## config.mk

```make
export PLATFORM = sky130hd
export DESIGN_NAME = packbits_channel_plane_decoder_unit_flat
export DESIGN_NICKNAME = d
export VERILOG_FILES = /design/src/hdl/pbcp_pkg.sv /design/src/hdl/pbcp_in_if.sv /design/src/hdl/pbcp_out_if.sv /design/src/hdl/pbcp_cfg_if.sv /design/src/hdl/pbcp_step.sv /design/src/hdl/pbcp_out_reg.sv /design/src/hdl/packbits_channel_plane_decoder_unit.sv /design/src/flat_wrapper.sv
export SDC_FILE = /design/constraint.sdc
export NUM_CORES = 1
export LEC_CHECK = 0
export BUFFER_PORTS_ARGS = -buffer_cell sky130_fd_sc_hd__buf_2
export CAP_MARGIN = 20
export CORE_ASPECT_RATIO = 0.7
export CORE_MARGIN = 5
export CORE_UTILIZATION = 54
export CTS_CLUSTER_DIAMETER = 100
export DETAILED_ROUTE_END_ITERATION = 6
export HOLD_SLACK_MARGIN = 0.08
export PLACE_DENSITY = 0.76
export SLEW_MARGIN = 20
export SYNTH_ARGS = -nofsm -noshare
export SYNTH_HDL_FRONTEND = slang
export SYNTH_SLANG_ARGS = --single-unit
```

## constraint.sdc

```tcl
create_clock -name clk -period 6.4 [get_ports clk]
set_input_delay 1.6 -clock clk [delete_from_list [all_inputs] [get_ports clk]]
set_output_delay 1.6 -clock clk [all_outputs]
set_load 0.005 [all_outputs]
```

## src/hdl/pbcp_pkg.sv

```systemverilog
// pbcp_pkg: types and constants shared by the packbits channel plane decoder
// no dependencies; imported by every module and interface of the block

package pbcp_pkg;

    localparam int POS_W     = 25;
    localparam int SKIP_W    = 17;
    localparam int IDX_W     = 24;
    localparam int CFG_IDX_W = 1;
    localparam int CFG_W     = 25;

    localparam logic [15:0] ID_ALPHA = 16'hFFFF;
    localparam logic [15:0] ID_RED   = 16'h0000;
    localparam logic [15:0] ID_GREEN = 16'h0001;
    localparam logic [15:0] ID_BLUE  = 16'h0002;
    localparam logic [7:0]  HDR_NOP  = 8'd128;
    localparam logic [8:0]  REP_BASE = 9'd257;

    typedef enum logic [CFG_IDX_W-1:0] {
        REG_PIXEL_COUNT = 1'b0,
        REG_ROW_COUNT   = 1'b1
    } pbcp_reg_t;

    typedef enum logic [2:0] {
        PH_IDLE    = 3'd0,
        PH_FLAG_LO = 3'd1,
        PH_TABLE   = 3'd2,
        PH_HEADER  = 3'd3,
        PH_LITERAL = 3'd4,
        PH_REPEAT  = 3'd5,
        PH_RAW     = 3'd6
    } pbcp_phase_t;

    typedef enum logic [1:0] {
        ST_OK      = 2'd0,
        ST_BAD_ID  = 2'd1,
        ST_CLAMPED = 2'd2
    } pbcp_status_t;

    typedef enum logic [1:0] {
        LANE_BLUE  = 2'd0,
        LANE_GREEN = 2'd1,
        LANE_RED   = 2'd2,
        LANE_ALPHA = 2'd3
    } pbcp_lane_t;

    typedef struct packed {
        logic [7:0]  data_byte;
        logic        plane_start;
        logic [15:0] channel_id;
    } pbcp_item_t;

    typedef struct packed {
        logic [IDX_W-1:0] pixel_index;
        logic [1:0]       byte_lane;
        logic [7:0]       run_length;
        logic [7:0]       fill_value;
        pbcp_status_t     status;
        logic             plane_done;
    } pbcp_result_t;

endpackage

```

## src/hdl/pbcp_in_if.sv

```systemverilog
// pbcp_in_if: input byte channel, valid/ready plus one stream word
// depends on pbcp_pkg

interface pbcp_in_if
    import pbcp_pkg::*;
();
    logic        valid;
    logic        ready;
    logic [7:0]  data_byte;
    logic        plane_start;
    logic [15:0] channel_id;

    modport source (output valid, output data_byte, output plane_start,
                    output channel_id, input ready);
    modport sink   (input valid, input data_byte, input plane_start,
                    input channel_id, output ready);
endinterface

```

## src/hdl/pbcp_out_if.sv

```systemverilog
// pbcp_out_if: write command channel, valid/ready plus one command word
// depends on pbcp_pkg

interface pbcp_out_if
    import pbcp_pkg::*;
#(
    parameter int PIXEL_INDEX_BITS = 24
) ();
    logic                        valid;
    logic                        ready;
    logic [PIXEL_INDEX_BITS-1:0] pixel_index;
    logic [1:0]                  byte_lane;
    logic [7:0]                  run_length;
    logic [7:0]                  fill_value;
    logic [1:0]                  status;
    logic                        plane_done;

    modport source (output valid, output pixel_index, output byte_lane,
                    output run_length, output fill_value, output status,
                    output plane_done, input ready);
    modport sink   (input valid, input pixel_index, input byte_lane,
                    input run_length, input fill_value, input status,
                    input plane_done, output ready);
endinterface

```

## src/hdl/pbcp_cfg_if.sv

```systemverilog
// pbcp_cfg_if: configuration write channel, register index and write data
// depends on pbcp_pkg

interface pbcp_cfg_if
    import pbcp_pkg::*;
();
    logic                 valid;
    logic                 ready;
    logic [CFG_IDX_W-1:0] index;
    logic [CFG_W-1:0]     wdata;

    modport source (output valid, output index, output wdata, input ready);
    modport sink   (input valid, input index, input wdata, output ready);
endinterface

```

## src/hdl/pbcp_step.sv

```systemverilog
// pbcp_step: plane parser state machine and run command generation
// depends on pbcp_pkg; one registered word is consumed per enabled cycle

module pbcp_step
    import pbcp_pkg::*;
(
    input  logic               clk,
    input  logic               rst_n,
    input  logic               en,
    input  pbcp_item_t         item,
    input  logic [POS_W-1:0]   pixel_count,
    input  logic [15:0]        row_count,
    output logic               res_valid,
    output pbcp_result_t       res
);

    pbcp_phase_t       phase_reg, phase_next;
    logic              packed_reg, packed_next;
    logic [POS_W-1:0]  pos_reg, pos_next;
    logic [7:0]        lit_reg, lit_next;
    logic [SKIP_W-1:0] skip_reg, skip_next;
    logic [1:0]        lane_reg, lane_next;

    logic [POS_W-1:0]  left;
    logic [POS_W-1:0]  run_ext;
    logic [7:0]        run;
    logic [7:0]        b;
    logic              done;

    assign b = item.data_byte;

    always_ff @(posedge clk or negedge rst_n)
    begin
        if (!rst_n)
        begin
            phase_reg  <= PH_IDLE;
            packed_reg <= 1'b0;
            pos_reg    <= '0;
            lit_reg    <= '0;
            skip_reg   <= '0;
            lane_reg   <= '0;
        end
        else if (en)
        begin
            phase_reg  <= phase_next;
            packed_reg <= packed_next;
            pos_reg    <= pos_next;
            lit_reg    <= lit_next;
            skip_reg   <= skip_next;
            lane_reg   <= lane_next;
        end
    end

    // pixels still free in the plane
    assign left = (pos_reg < pixel_count) ? (pixel_count - pos_reg) : '0;

    always_comb
    begin
        phase_next  = phase_reg;
        packed_next = packed_reg;
        pos_next    = pos_reg;
        lit_next    = lit_reg;
        skip_next   = skip_reg;
        lane_next   = lane_reg;
        res_valid   = 1'b0;
        res         = '0;
        run         = 8'd1;
        run_ext     = '0;
        done        = 1'b0;

        if (item.plane_start)
        begin
            if (item.channel_id == ID_ALPHA || item.channel_id == ID_RED ||
                item.channel_id == ID_GREEN || item.channel_id == ID_BLUE)
            begin
                case (item.channel_id)
                    ID_ALPHA: lane_next = LANE_ALPHA;
                    ID_RED:   lane_next = LANE_RED;
                    ID_GREEN: lane_next = LANE_GREEN;
                    default:  lane_next = LANE_BLUE;
                endcase
                packed_next = (b != 8'd0);
                pos_next    = '0;
                lit_next    = '0;
                skip_next   = '0;
                phase_next  = PH_FLAG_LO;
            end
            else
            begin
                phase_next = PH_IDLE;
                res_valid  = en;
                res.status = ST_BAD_ID;
            end
        end
        else
        begin
            case (phase_reg)
                PH_FLAG_LO:
                begin
                    if (packed_reg || b != 8'd0)
                    begin
                        packed_next = 1'b1;
                        skip_next   = {row_count, 1'b0};
                        phase_next  = (row_count != 16'd0) ? PH_TABLE : PH_HEADER;
                    end
                    else
                    begin
                        phase_next = PH_RAW;
                    end
                end
                PH_TABLE:
                begin
                    skip_next = skip_reg - SKIP_W'(1);
                    if (skip_next == '0)
                        phase_next = PH_HEADER;
                end
                PH_HEADER:
                begin
                    if (!b[7])
                    begin
                        lit_next   = {1'b0, b[6:0]} + 8'd1;
                        phase_next = PH_LITERAL;
                    end
                    else if (b != HDR_NOP)
                    begin
                        lit_next   = 8'(REP_BASE - {1'b0, b});
                        phase_next = PH_REPEAT;
                    end
                end
                PH_LITERAL, PH_REPEAT, PH_RAW:
                begin
                    if (left == '0)
                    begin
                        // no room left: plane ends without a command
                        phase_next = PH_IDLE;
                    end
                    else
                    begin
                        res.status = ST_OK;
                        if (phase_reg == PH_REPEAT)
                        begin
                            run = lit_reg;
                            if ({{(POS_W-8){1'b0}}, lit_reg} > left)
                            begin
                                run        = left[7:0];
                                res.status = ST_CLAMPED;
                            end
                            lit_next = '0;
                        end
                        else if (phase_reg == PH_LITERAL)
                        begin
                            lit_next = lit_reg - 8'd1;
                            if (left == POS_W'(1) && lit_next != 8'd0)
                                res.status = ST_CLAMPED;
                        end
                        run_ext = {{(POS_W-8){1'b0}}, run};
                        done    = (run_ext == left);

                        res_valid       = en;
                        res.pixel_index = pos_reg[IDX_W-1:0];
                        res.byte_lane   = lane_reg;
                        res.run_length  = run;
                        res.fill_value  = b;
                        res.plane_done  = done;
                        pos_next        = pos_reg + run_ext;

                        if (done)
                            phase_next = PH_IDLE;
                        else if (phase_reg != PH_RAW && lit_next == 8'd0)
                            phase_next = PH_HEADER;
                    end
                end
                default: phase_next = phase_reg;
            endcase
        end
    end

    a_clamp_done: assert property (@(posedge clk) disable iff (!rst_n)
        res_valid && res.status == ST_CLAMPED |-> res.plane_done)
        else $error("clamped run without plane end");

    a_bad_id_empty: assert property (@(posedge clk) disable iff (!rst_n)
        res_valid && res.status == ST_BAD_ID |-> res.run_length == 8'd0 && !res.plane_done)
        else $error("bad channel command carries a run");

    a_run_nonzero: assert property (@(posedge clk) disable iff (!rst_n)
        res_valid && res.status != ST_BAD_ID |-> res.run_length != 8'd0)
        else $error("write command with empty run");

    a_done_idle: assert property (@(posedge clk) disable iff (!rst_n)
        res_valid && (res.plane_done || res.status == ST_BAD_ID) |=> phase_reg == PH_IDLE)
        else $error("parser not idle after plane end");

endmodule

```

## src/hdl/pbcp_out_reg.sv

```systemverilog
// pbcp_out_reg: result register holding one command word for the sink
// depends on pbcp_pkg and pbcp_out_if

module pbcp_out_reg
    import pbcp_pkg::*;
#(
    parameter int PIXEL_INDEX_BITS = 24
) (
    input  logic          clk,
    input  logic          rst_n,
    input  logic          load,
    input  pbcp_result_t  load_data,
    output logic          space,
    pbcp_out_if.source    cmd
);

    logic         valid_reg, valid_next;
    pbcp_result_t data_reg;

    assign space = !valid_reg || cmd.ready;

    always_comb
    begin
        valid_next = valid_reg;
        if (load)
            valid_next = 1'b1;
        else if (cmd.ready)
            valid_next = 1'b0;
    end

    always_ff @(posedge clk or negedge rst_n)
    begin
        if (!rst_n)
            valid_reg <= 1'b0;
        else
            valid_reg <= valid_next;
    end

    always_ff @(posedge clk)
    begin
        if (load)
            data_reg <= load_data;
    end

    // index bits above the 24-bit position read as zero
    always_comb
    begin
        for (int i = 0; i < PIXEL_INDEX_BITS; i++)
            cmd.pixel_index[i] = (i < IDX_W) ? data_reg.pixel_index[i % IDX_W] : 1'b0;
    end

    assign cmd.valid      = valid_reg;
    assign cmd.byte_lane  = data_reg.byte_lane;
    assign cmd.run_length = data_reg.run_length;
    assign cmd.fill_value = data_reg.fill_value;
    assign cmd.status     = data_reg.status;
    assign cmd.plane_done = data_reg.plane_done;

endmodule

```

## src/hdl/packbits_channel_plane_decoder_unit.sv

```systemverilog
// packbits_channel_plane_decoder_unit: top level, input register, config registers
// depends on pbcp_pkg, pbcp_in_if, pbcp_out_if, pbcp_cfg_if, pbcp_step, pbcp_out_reg
//
// usage:
//   data_ch takes one stream word per cycle: a data byte, a plane start mark and,
//   with the mark, the channel id of the plane (alpha, red, green or blue).
//   cmd_ch gives zero or one write command per word: first pixel, byte lane,
//   run length, fill value, status and a plane done flag.
//   cfg_ch writes pixel_count (index 0) and row_count (index 1); it is always
//   ready and is meant to be used only while no word is in flight.
// path: an accepted word waits in the input register, passes the parser step and
//   loads its command, if any, into the result register, which presents it on cmd_ch.
// throughput: one word per cycle while cmd_ch is ready or empty, as the parser
//   step between the input register and the result register is combinational.
// reset: parser goes idle waiting for a plane start, both config registers
//   return to 1, no command is pending.
// stall: while a command waits on cmd_ch, a word is still taken only if the input
//   register is empty; once it is full, data_ch drops ready until the command leaves.

module packbits_channel_plane_decoder_unit
    import pbcp_pkg::*;
#(
    parameter int PIXEL_INDEX_BITS = 24
) (
    input  logic        clk,
    input  logic        rst_n,
    pbcp_in_if.sink     data_ch,
    pbcp_out_if.source  cmd_ch,
    pbcp_cfg_if.sink    cfg_ch
);

    logic             in_valid_reg, in_valid_next;
    pbcp_item_t       item_reg;
    logic [POS_W-1:0] pixel_count_reg;
    logic [15:0]      row_count_reg;

    logic             space;
    logic             advance;
    logic             take;
    logic             res_valid;
    pbcp_result_t     res;

    assign advance       = in_valid_reg && space;
    assign data_ch.ready = !in_valid_reg || space;
    assign take          = data_ch.valid && data_ch.ready;
    assign cfg_ch.ready  = 1'b1;

    always_comb
    begin
        in_valid_next = in_valid_reg;
        if (take)
            in_valid_next = 1'b1;
        else if (advance)
            in_valid_next = 1'b0;
    end

    always_ff @(posedge clk or negedge rst_n)
    begin
        if (!rst_n)
            in_valid_reg <= 1'b0;
        else
            in_valid_reg <= in_valid_next;
    end

    always_ff @(posedge clk)
    begin
        if (take)
        begin
            item_reg.data_byte   <= data_ch.data_byte;
            item_reg.plane_start <= data_ch.plane_start;
            item_reg.channel_id  <= data_ch.channel_id;
        end
    end

    always_ff @(posedge clk or negedge rst_n)
    begin
        if (!rst_n)
        begin
            pixel_count_reg <= POS_W'(1);
            row_count_reg   <= 16'd1;
        end
        else if (cfg_ch.valid)
        begin
            case (cfg_ch.index)
                REG_PIXEL_COUNT: pixel_count_reg <= cfg_ch.wdata;
                REG_ROW_COUNT:   row_count_reg   <= cfg_ch.wdata[15:0];
                default:         row_count_reg   <= row_count_reg;
            endcase
        end
    end

    pbcp_step u_step (
        .clk         (clk),
        .rst_n       (rst_n),
        .en          (advance),
        .item        (item_reg),
        .pixel_count (pixel_count_reg),
        .row_count   (row_count_reg),
        .res_valid   (res_valid),
        .res         (res)
    );

    pbcp_out_reg #(
        .PIXEL_INDEX_BITS (PIXEL_INDEX_BITS)
    ) u_out_reg (
        .clk       (clk),
        .rst_n     (rst_n),
        .load      (res_valid),
        .load_data (res),
        .space     (space),
        .cmd       (cmd_ch)
    );

endmodule

```

## src/flat_wrapper.sv

```systemverilog
// flat-port wrapper written by rule: the top's interface ports become plain ports
module packbits_channel_plane_decoder_unit_flat import pbcp_pkg::*;
#(
    parameter int PIXEL_INDEX_BITS = 24
)
  (clk, rst_n, data_ch_valid, data_ch_data_byte, data_ch_plane_start, data_ch_channel_id, data_ch_ready, cmd_ch_valid, cmd_ch_pixel_index, cmd_ch_byte_lane, cmd_ch_run_length, cmd_ch_fill_value, cmd_ch_status, cmd_ch_plane_done, cmd_ch_ready, cfg_ch_valid, cfg_ch_index, cfg_ch_wdata, cfg_ch_ready);
  pbcp_in_if data_ch_i ();
  pbcp_out_if #(.PIXEL_INDEX_BITS(PIXEL_INDEX_BITS)) cmd_ch_i ();
  pbcp_cfg_if cfg_ch_i ();
  input  logic clk;
  input  logic rst_n;
  input wire logic [$bits(data_ch_i.valid)-1:0] data_ch_valid;
  input wire logic [$bits(data_ch_i.data_byte)-1:0] data_ch_data_byte;
  input wire logic [$bits(data_ch_i.plane_start)-1:0] data_ch_plane_start;
  input wire logic [$bits(data_ch_i.channel_id)-1:0] data_ch_channel_id;
  output wire logic [$bits(data_ch_i.ready)-1:0] data_ch_ready;
  output wire logic [$bits(cmd_ch_i.valid)-1:0] cmd_ch_valid;
  output wire logic [$bits(cmd_ch_i.pixel_index)-1:0] cmd_ch_pixel_index;
  output wire logic [$bits(cmd_ch_i.byte_lane)-1:0] cmd_ch_byte_lane;
  output wire logic [$bits(cmd_ch_i.run_length)-1:0] cmd_ch_run_length;
  output wire logic [$bits(cmd_ch_i.fill_value)-1:0] cmd_ch_fill_value;
  output wire logic [$bits(cmd_ch_i.status)-1:0] cmd_ch_status;
  output wire logic [$bits(cmd_ch_i.plane_done)-1:0] cmd_ch_plane_done;
  input wire logic [$bits(cmd_ch_i.ready)-1:0] cmd_ch_ready;
  input wire logic [$bits(cfg_ch_i.valid)-1:0] cfg_ch_valid;
  input wire logic [$bits(cfg_ch_i.index)-1:0] cfg_ch_index;
  input wire logic [$bits(cfg_ch_i.wdata)-1:0] cfg_ch_wdata;
  output wire logic [$bits(cfg_ch_i.ready)-1:0] cfg_ch_ready;
  assign data_ch_i.valid = data_ch_valid;
  assign data_ch_i.data_byte = data_ch_data_byte;
  assign data_ch_i.plane_start = data_ch_plane_start;
  assign data_ch_i.channel_id = data_ch_channel_id;
  assign data_ch_ready = data_ch_i.ready;
  assign cmd_ch_valid = cmd_ch_i.valid;
  assign cmd_ch_pixel_index = cmd_ch_i.pixel_index;
  assign cmd_ch_byte_lane = cmd_ch_i.byte_lane;
  assign cmd_ch_run_length = cmd_ch_i.run_length;
  assign cmd_ch_fill_value = cmd_ch_i.fill_value;
  assign cmd_ch_status = cmd_ch_i.status;
  assign cmd_ch_plane_done = cmd_ch_i.plane_done;
  assign cmd_ch_i.ready = cmd_ch_ready;
  assign cfg_ch_i.valid = cfg_ch_valid;
  assign cfg_ch_i.index = cfg_ch_index;
  assign cfg_ch_i.wdata = cfg_ch_wdata;
  assign cfg_ch_ready = cfg_ch_i.ready;
  packbits_channel_plane_decoder_unit #(.PIXEL_INDEX_BITS(PIXEL_INDEX_BITS)) u_core (.clk(clk), .rst_n(rst_n), .data_ch(data_ch_i), .cmd_ch(cmd_ch_i), .cfg_ch(cfg_ch_i));
endmodule
```

* Yosys cells after proc, flatten, opt, wreduce, memory -nomap -nowiden *
Cells that the tools add are included.
Widths: inputs -> output; s select.

storage, ports and cells
  flip-flop bits (word level) = 169
  bits of input ports = 56
  output and inout port bits = 48
  word-level logic and storage cells = 143

cells by class
  add/subtract/negate cells = 6
  order comparisons = 2
  equal/unequal tests = 20
  muxes and demuxes = 57
  bitwise logic cells = 2
  reduce and logical (&&, ||, !) cells = 37

operator list
  operator               count
  $mux 25                5
  $mux 8                 15
  $mux 17                3
  $pmux 17 s2            1
  $mux 3                 10
  $add 25x8->25          1
  $eq 25x1->1 const B    1
  $eq 8x25->1            1
  $gt 8x25->1            1
  $logic_not 25->1       1
  $lt 25x25->1           1
  $sub 25x25->25         1
  $logic_not 17->1       1
  $sub 17x1->17 const B  1
  $eq 16x1->1 const B    1
  $eq 16x16->1 const B   1
  $eq 16x2->1 const B    1
  $logic_not 16->1       1
  $pmux 8 s2             1
  $reduce_bool 16->1     1
  $reduce_bool 8->1      2
  $mux 1                 15
  $pmux 3 s4             1
  $reduce_and 4->1       3
  27 further kinds       54

* Depth between registers and ports, before layout *
  depth after elaboration = 13
  mapped depth = 31
  mapped depth without buffers = 30

* Modules after synthesis *
Synthesis repeated with hierarchy kept, for this count alone.

unflattened totals
  cells, all modules = 1059
  area total of the unflattened synthesis = 10521.3 um^2

by module, submodules not included
  module                               times used  cells each  area an instance (um^2)  seq. area each (um^2)
  pbcp_step                            1           891         6672.6                   1401.3
  packbits_channel_plane_decoder_unit  1           120         2449.8                   1804.2
  pbcp_out_reg                         1           48          1398.8                   1376.3

* Least setup slack after synthesis *
No wires, ideal clock.

  path type = register -> register
  start = register u_core.pixel_count_reg[0]
  end = register u_core.u_out_reg.data_reg (netlist bit u_core.u_out_reg.cmd.byte_lane[0]) (enable)
  setup time = 503 ps
  arrival = 5903 ps
  data required time = 5897 ps
  path slack = -6 ps
  stages on the path, launching flop included = 16
  buffers on the path = 2
  clock period less this slack = 6406 ps
  cells stage by stage = dfstp_2 inv_1 ha_1 inv_1 fa_1 a21o_1 a221oi_2 o21a_1 nor4_1 o31a_1 o2111ai_2 nor4_4 o21a_4 buf_6 buf_4 nor3_1

between the ends
  longest elaborated chain between the ends = 6
  elaborated cells on any way between the ends = 7
  those cells by class = 1 x add/sub; 1 x order compare; 4 x mux; 1 x reduce/logical

RTL lines
  item                                            RTL line                                   RTL
  start, declared                                 packbits_channel_plane_decoder_unit.sv:34  logic [POS_W-1:0] pixel_count_reg;
  start signal, assigned                          packbits_channel_plane_decoder_unit.sv:85  REG_PIXEL_COUNT: pixel_count_reg <= cfg_ch.wdata;
  $sub 25x25->25 or $lt 25x25->1 (tied branches)  pbcp_step.sv:55                            assign left = (pos_reg < pixel_count) ? (pixel_count - pos_reg) : '0;
  $mux 25 *                                       pbcp_step.sv:55
  $logic_not 25->1 *                              pbcp_step.sv:132                           if (left == '0)
  $mux 1 *                                        pbcp_step.sv:132
  $mux 1 *                                        pbcp_step.sv:97                            case (phase_reg)
  $mux 1 *                                        pbcp_step.sv:71                            if (item.plane_start)
  named net u_core.res_valid                      packbits_channel_plane_decoder_unit.sv:40  logic res_valid;
  end signal, assigned                            pbcp_out_reg.sv:42                         data_reg <= load_data;
  end, declared                                   pbcp_out_reg.sv:18                         pbcp_result_t data_reg;

The timed path passes the listed nets; every way through them passes the cells marked *.
A chain may end at the register's enable or synchronous reset.

* Worst setup path after layout *
  start = register u_core.u_step.pos_reg[11]
  end = register u_core.u_step.pos_reg[22]

between the ends
  longest elaborated chain between the ends = 12
  elaborated cells on any way between the ends = 16
  those cells by class = 2 x add/sub; 2 x order compare; 1 x eq/ne; 9 x mux; 2 x reduce/logical

RTL lines
  item                                            RTL line          RTL
  start, declared                                 pbcp_step.sv:19   logic [POS_W-1:0] pos_reg, pos_next;
  start signal, assigned                          pbcp_step.sv:47   pos_reg <= pos_next;
  $sub 25x25->25 or $lt 25x25->1 (tied branches)  pbcp_step.sv:55
  $mux 25                                         pbcp_step.sv:55
  $gt 8x25->1                                     pbcp_step.sv:143  if ({{(POS_W-8){1'b0}}, lit_reg} > left)
  $mux 8                                          pbcp_step.sv:143
  $mux 8                                          pbcp_step.sv:140  if (phase_reg == PH_REPEAT)
  $mux 8                                          pbcp_step.sv:132
  $mux 8                                          pbcp_step.sv:97
  $mux 8                                          pbcp_step.sv:71
  $add 25x8->25                                   pbcp_step.sv:165  pos_next = pos_reg + run_ext;
  $mux 25                                         pbcp_step.sv:132
  $mux 25                                         pbcp_step.sv:97
  $mux 25                                         pbcp_step.sv:71

Parallel ways exist; a longest one is shown, timed or not. The select of a mux whose other input is x is not followed.

==> results by group <==
Timing
  • Post-route setup TNS: 0 ns
  • Final hold violations: 0
  • # setup viols final: 0
  • Fin crit period: 6.13 ns
  • Clock skew: 0.00821 ns
  • Final WS setup: approximately 0.27 ns
  • Period utilization: a little over nine tenths
  • Highest Clock Rate: approximately 0.16 GHz
  • Slew headroom: 29.2%
  • Slew @ Worst Pin: ~1.1 ns
  • Max Slew Vio Count: 0

Clock network
  • CTS Buf Count: 17
  • CTS root buf: clkbuf_16
  • Htree depth: 4
  • TritonCTS clock tree: yes
  • Clk Latency, worst-skew pair: around 0.43 ns
  • Hold buffer count at CTS: 0
  • CTS max path bufs: 2
  • Clk slew on worst S/H paths: 0.07 ns
  • CTS sink count: roughly 170

Synth
  • Syn avg cell area: ~9.5 sq um
  • Sequential share of the synthesized area: 43.5%
  • Post-synthesis cell count: about 1,100
  • Flops & latches, synth: 169
  • Synth warn: 0
  • Mapped cell area: 0.0105 sq mm
  • Ys flop type: dfrtp_1
  • Count of cell types in the netlist: just over 80
  • Share of synthesized registers carrying an async set or reset: 58.6%
  • Post-Syn Nets: 1,217
  • Number of synthesized flops with an enable pin: 70

Routing
  • Final WL: 30.0 mm
  • Initial DRC count: 1,033
  • Vias per cell: 6.26
  • 1st-pass router iterations: 6
  • Met2 WL: 12.9 mm
  • DRC: 0
  • Met1 Wirelength: 13.8 mm
  • ANT nets after route: 0
  • DR WL/cell: between 20 and 25 microns
  • Met3 wire length: 2.78 mm
  • Via Count: 9,327
  • Top sig layer: met4

Placed design
  • Final GP Congestion: between 0.9 and 1
  • Detail Placement HPWL: 22.1 mm
  • I/O Buffers: 102
  • Pre-CTS setup slack: 0.0683 ns

Floorplanning
  • Chip height: roughly 130 microns
  • Die W: 177 microns
  • Core area: roughly 0.019 sq mm
  • Die area: 0.0224 sq mm
  • Rows: 42
  • Starting density of the core: 55.4%
  • Ports: 104

Cells and area
  • Synthesis-to-layout area growth: 15.9%
  • Layout cells sized above 1: roughly 23%
  • Ant. Diodes: 0
  • Final net count: between 1,000 and 1,500

Global route
  • Gr usage total: between 20% and 30%
  • Gr ovfl total: 0
  • Largest net degree at the start of global routing: 53
  • Vias in the first global route: 8,556
  • Global-route wire length before repair: 47.6 mm
  • Initial antenna violation count: 0

Critical path
  • Critical path's slowest cell: dfrtp_2
  • Max stage delay on crit path: between 0.4 and 0.5 ns
  • Reg-to-reg startpoint: u_core.u_step.pos_reg[11]$_DFFE_PN0P_
  • Setup slack, reg-to-reg: 0.27 ns
  • CP arrival: 6.41 ns
  • Setup CP Type: flip-flop to flip-flop
  • Max FO, Critical Path: 6
  • CP Launch Type: flip-flop
  • R2r worst-path depth: 29
  • FF-to-FF End: u_core.u_step.pos_reg[22]$_DFFE_PN0P_
  • Critical Path RT: 6.68 ns
  • Top cell by count, worst path: a21oi_1
  • Worst Setup End Kind: flip-flop

Run status
  • Status: completed

Min path
  • Hold Path Sink: u_core.u_step.lane_reg[1]$_DFFE_PN0P_
  • Worst hold path depth: 2
  • Hold Crit Class: flip-flop to flip-flop
  • Hold path start: u_core.u_step.lane_reg[1]$_DFFE_PN0P_

Power
  • Peak supply drop: 0.241 mV
  • Leakage power: 0.00488 uW
  • PwrDens: a little under 400 mW/mm^2
  • Overall power: ~4700 uW

Flow run
  • Max-Cap Viols: 0
## Yosys cell counts, types with 18 or more instances
| cell type | count | share of area [%] |
|---|---|---|
| nand3_1 | 25 | 1.2 |
| nand2_1 | 86 | 3.1 |
| nor4_1 | 23 | 1.4 |
| inv_1 | 56 | 2.0 |
| mux2_2 | 45 | 4.8 |
| a21oi_1 | 87 | 4.1 |
| ha_1 | 49 | 5.8 |
| nor2_1 | 102 | 3.6 |
| xnor2_1 | 18 | 1.5 |
| clkbuf_1 | 45 | 1.6 |
| nor3_1 | 35 | 1.7 |
| o31ai_1 | 21 | 1.5 |
| nand4_1 | 28 | 1.7 |
| o21ai_0 | 62 | 2.9 |
| or4_1 | 24 | 1.7 |
| dfrtp_1 | 97 | 23 |
| edfxtp_1 | 70 | 20 |
## metrics by stage
step	hold WS [ns]	cell area, sq um	cells	util, %
2_1_floorplan	0.430	10500	1110	-
3_3_place_gp	0.457	11400	1455	60.1
3_5_place_dp	0.457	11400	1455	60.1
4_1_cts	0.473	12000	1487	63.2
5_1_grt	0.499	12200	1490	64.2
6_report	0.473	12200	1490	64.2
## cells by family after synthesis
kind of cell / share of synthesized area (%)
and+or+nand+nor: 19.2
muxes: 6.91
DFF: 43.5
adders and majority gates: 6.20
other: 0.0356
xor gates and xnor gates: 2.58
AOI/OAI and AO/OA: 17.1
buffers and inverters: 4.47
## metal layers
metal  vias up  global-route usage (%)
met5         -                       0
met4         0                    5.91
met3        38                    5.83
met2       481                    37.6
met1      4489                    41.8
li1       4319                       -
## critical path: cells and delay by family (launching register included)
family / cells / cell delay [ns]
buffers and inverters: 1 / 0.10
flip-flops: 1 / 0.41
AO/OA/AOI/OAI: 14 / 2.37
adder cells (fa/ha/maj): 4 / 1.36
AND/OR/NAND/NOR: 9 / 1.44
multiplexers: 1 / 0.28
## cell usage in the layout (no fill, tap or decap), types with 4 or more instances in the layout
cell,n
or3_1,6
edfxtp_1,70
and3_1,11
mux2_4,8
or4_1,24
nor4_1,20
ha_2,5
o31ai_1,20
nand3_1,25
o22ai_1,4
mux2_2,45
nor2_1,100
a21oi_2,4
a211oi_1,5
o21bai_1,4
o21ai_0,60
inv_1,56
and2_1,14
a21oi_1,83
buf_4,41
a22oi_1,11
a31oi_1,14
o21a_1,10
nand2_1,83
mux2i_1,8
nand4_1,28
ha_1,41
o211ai_1,5
nand2b_1,15
xor2_1,13
nor3_1,33
a21o_1,7
buf_2,101
nor2b_1,7
dfrtp_1,96
o21ai_1,17
clkbuf_16,17
xnor2_1,18
## worst max-delay path by stage
| stage | from | to | slack (ns) | depth (start not counted) |
|---|---|---|---|---|
| final | u_core.u_step.pos_reg[11]$_DFFE_PN0P_ | u_core.u_step.pos_reg[22]$_DFFE_PN0P_ | 0.27 | 29 |
| after global routing | u_core.u_step.pos_reg[13]$_DFFE_PN0P_ | u_core.u_step.pos_reg[15]$_DFFE_PN0P_ | -0.05 | 27 |
| after CTS | u_core.u_step.pos_reg[12]$_DFFE_PN0P_ | u_core.u_step.pos_reg[22]$_DFFE_PN0P_ | 0.04 | 28 |
| after detailed placement | u_core.u_step.pos_reg[12]$_DFFE_PN0P_ | u_core.u_step.pos_reg[22]$_DFFE_PN0P_ | 0.07 | 29 |
| after global placement | u_core.u_step.pos_reg[12]$_DFFE_PN0P_ | u_core.u_step.pos_reg[20]$_DFFE_PN0P_ | 0.25 | 28 |
| after floorplan | u_core.u_step.pos_reg[10]$_DFFE_PN0P_ | u_core.u_step.pos_reg[11]$_DFFE_PN0P_ | 0.46 | 30 |
## report_power, final
part | switching, uW | internal (uW) | total [uW] | leakage [uW]
sequential | 250 | 1320 | 1570 | 0.00192
clock | 483 | 552 | 1040 | 0.000279
combinational | 1260 | 838 | 2100 | 0.00268
total | 1990 | 2710 | 4700 | 0.00488
## final cells by class
| type | instances | area [sq um] |
|---|---|---|
| fillers | 1610 | 6820 |
| clock inverters | 15 | 163 |
| well taps | 264 | 330 |
| repair buffers | 143 | 833 |
| clock buffers | 17 | 425 |
| multi-input cells | 825 | 5660 |
| flip-flops and latches | 169 | 4580 |
| inverters | 57 | 214 |
## what timing repair did
item / in CTS / in global routing
buffers inserted: 0 / 3
resized for setup: 1 / 35
hold endpoints to repair: 0 / 0
pin swaps: 0 / 6
endpoints found under the setup margin: 2 / 19
No activity file was read; power rests on OpenSTA's default activity.
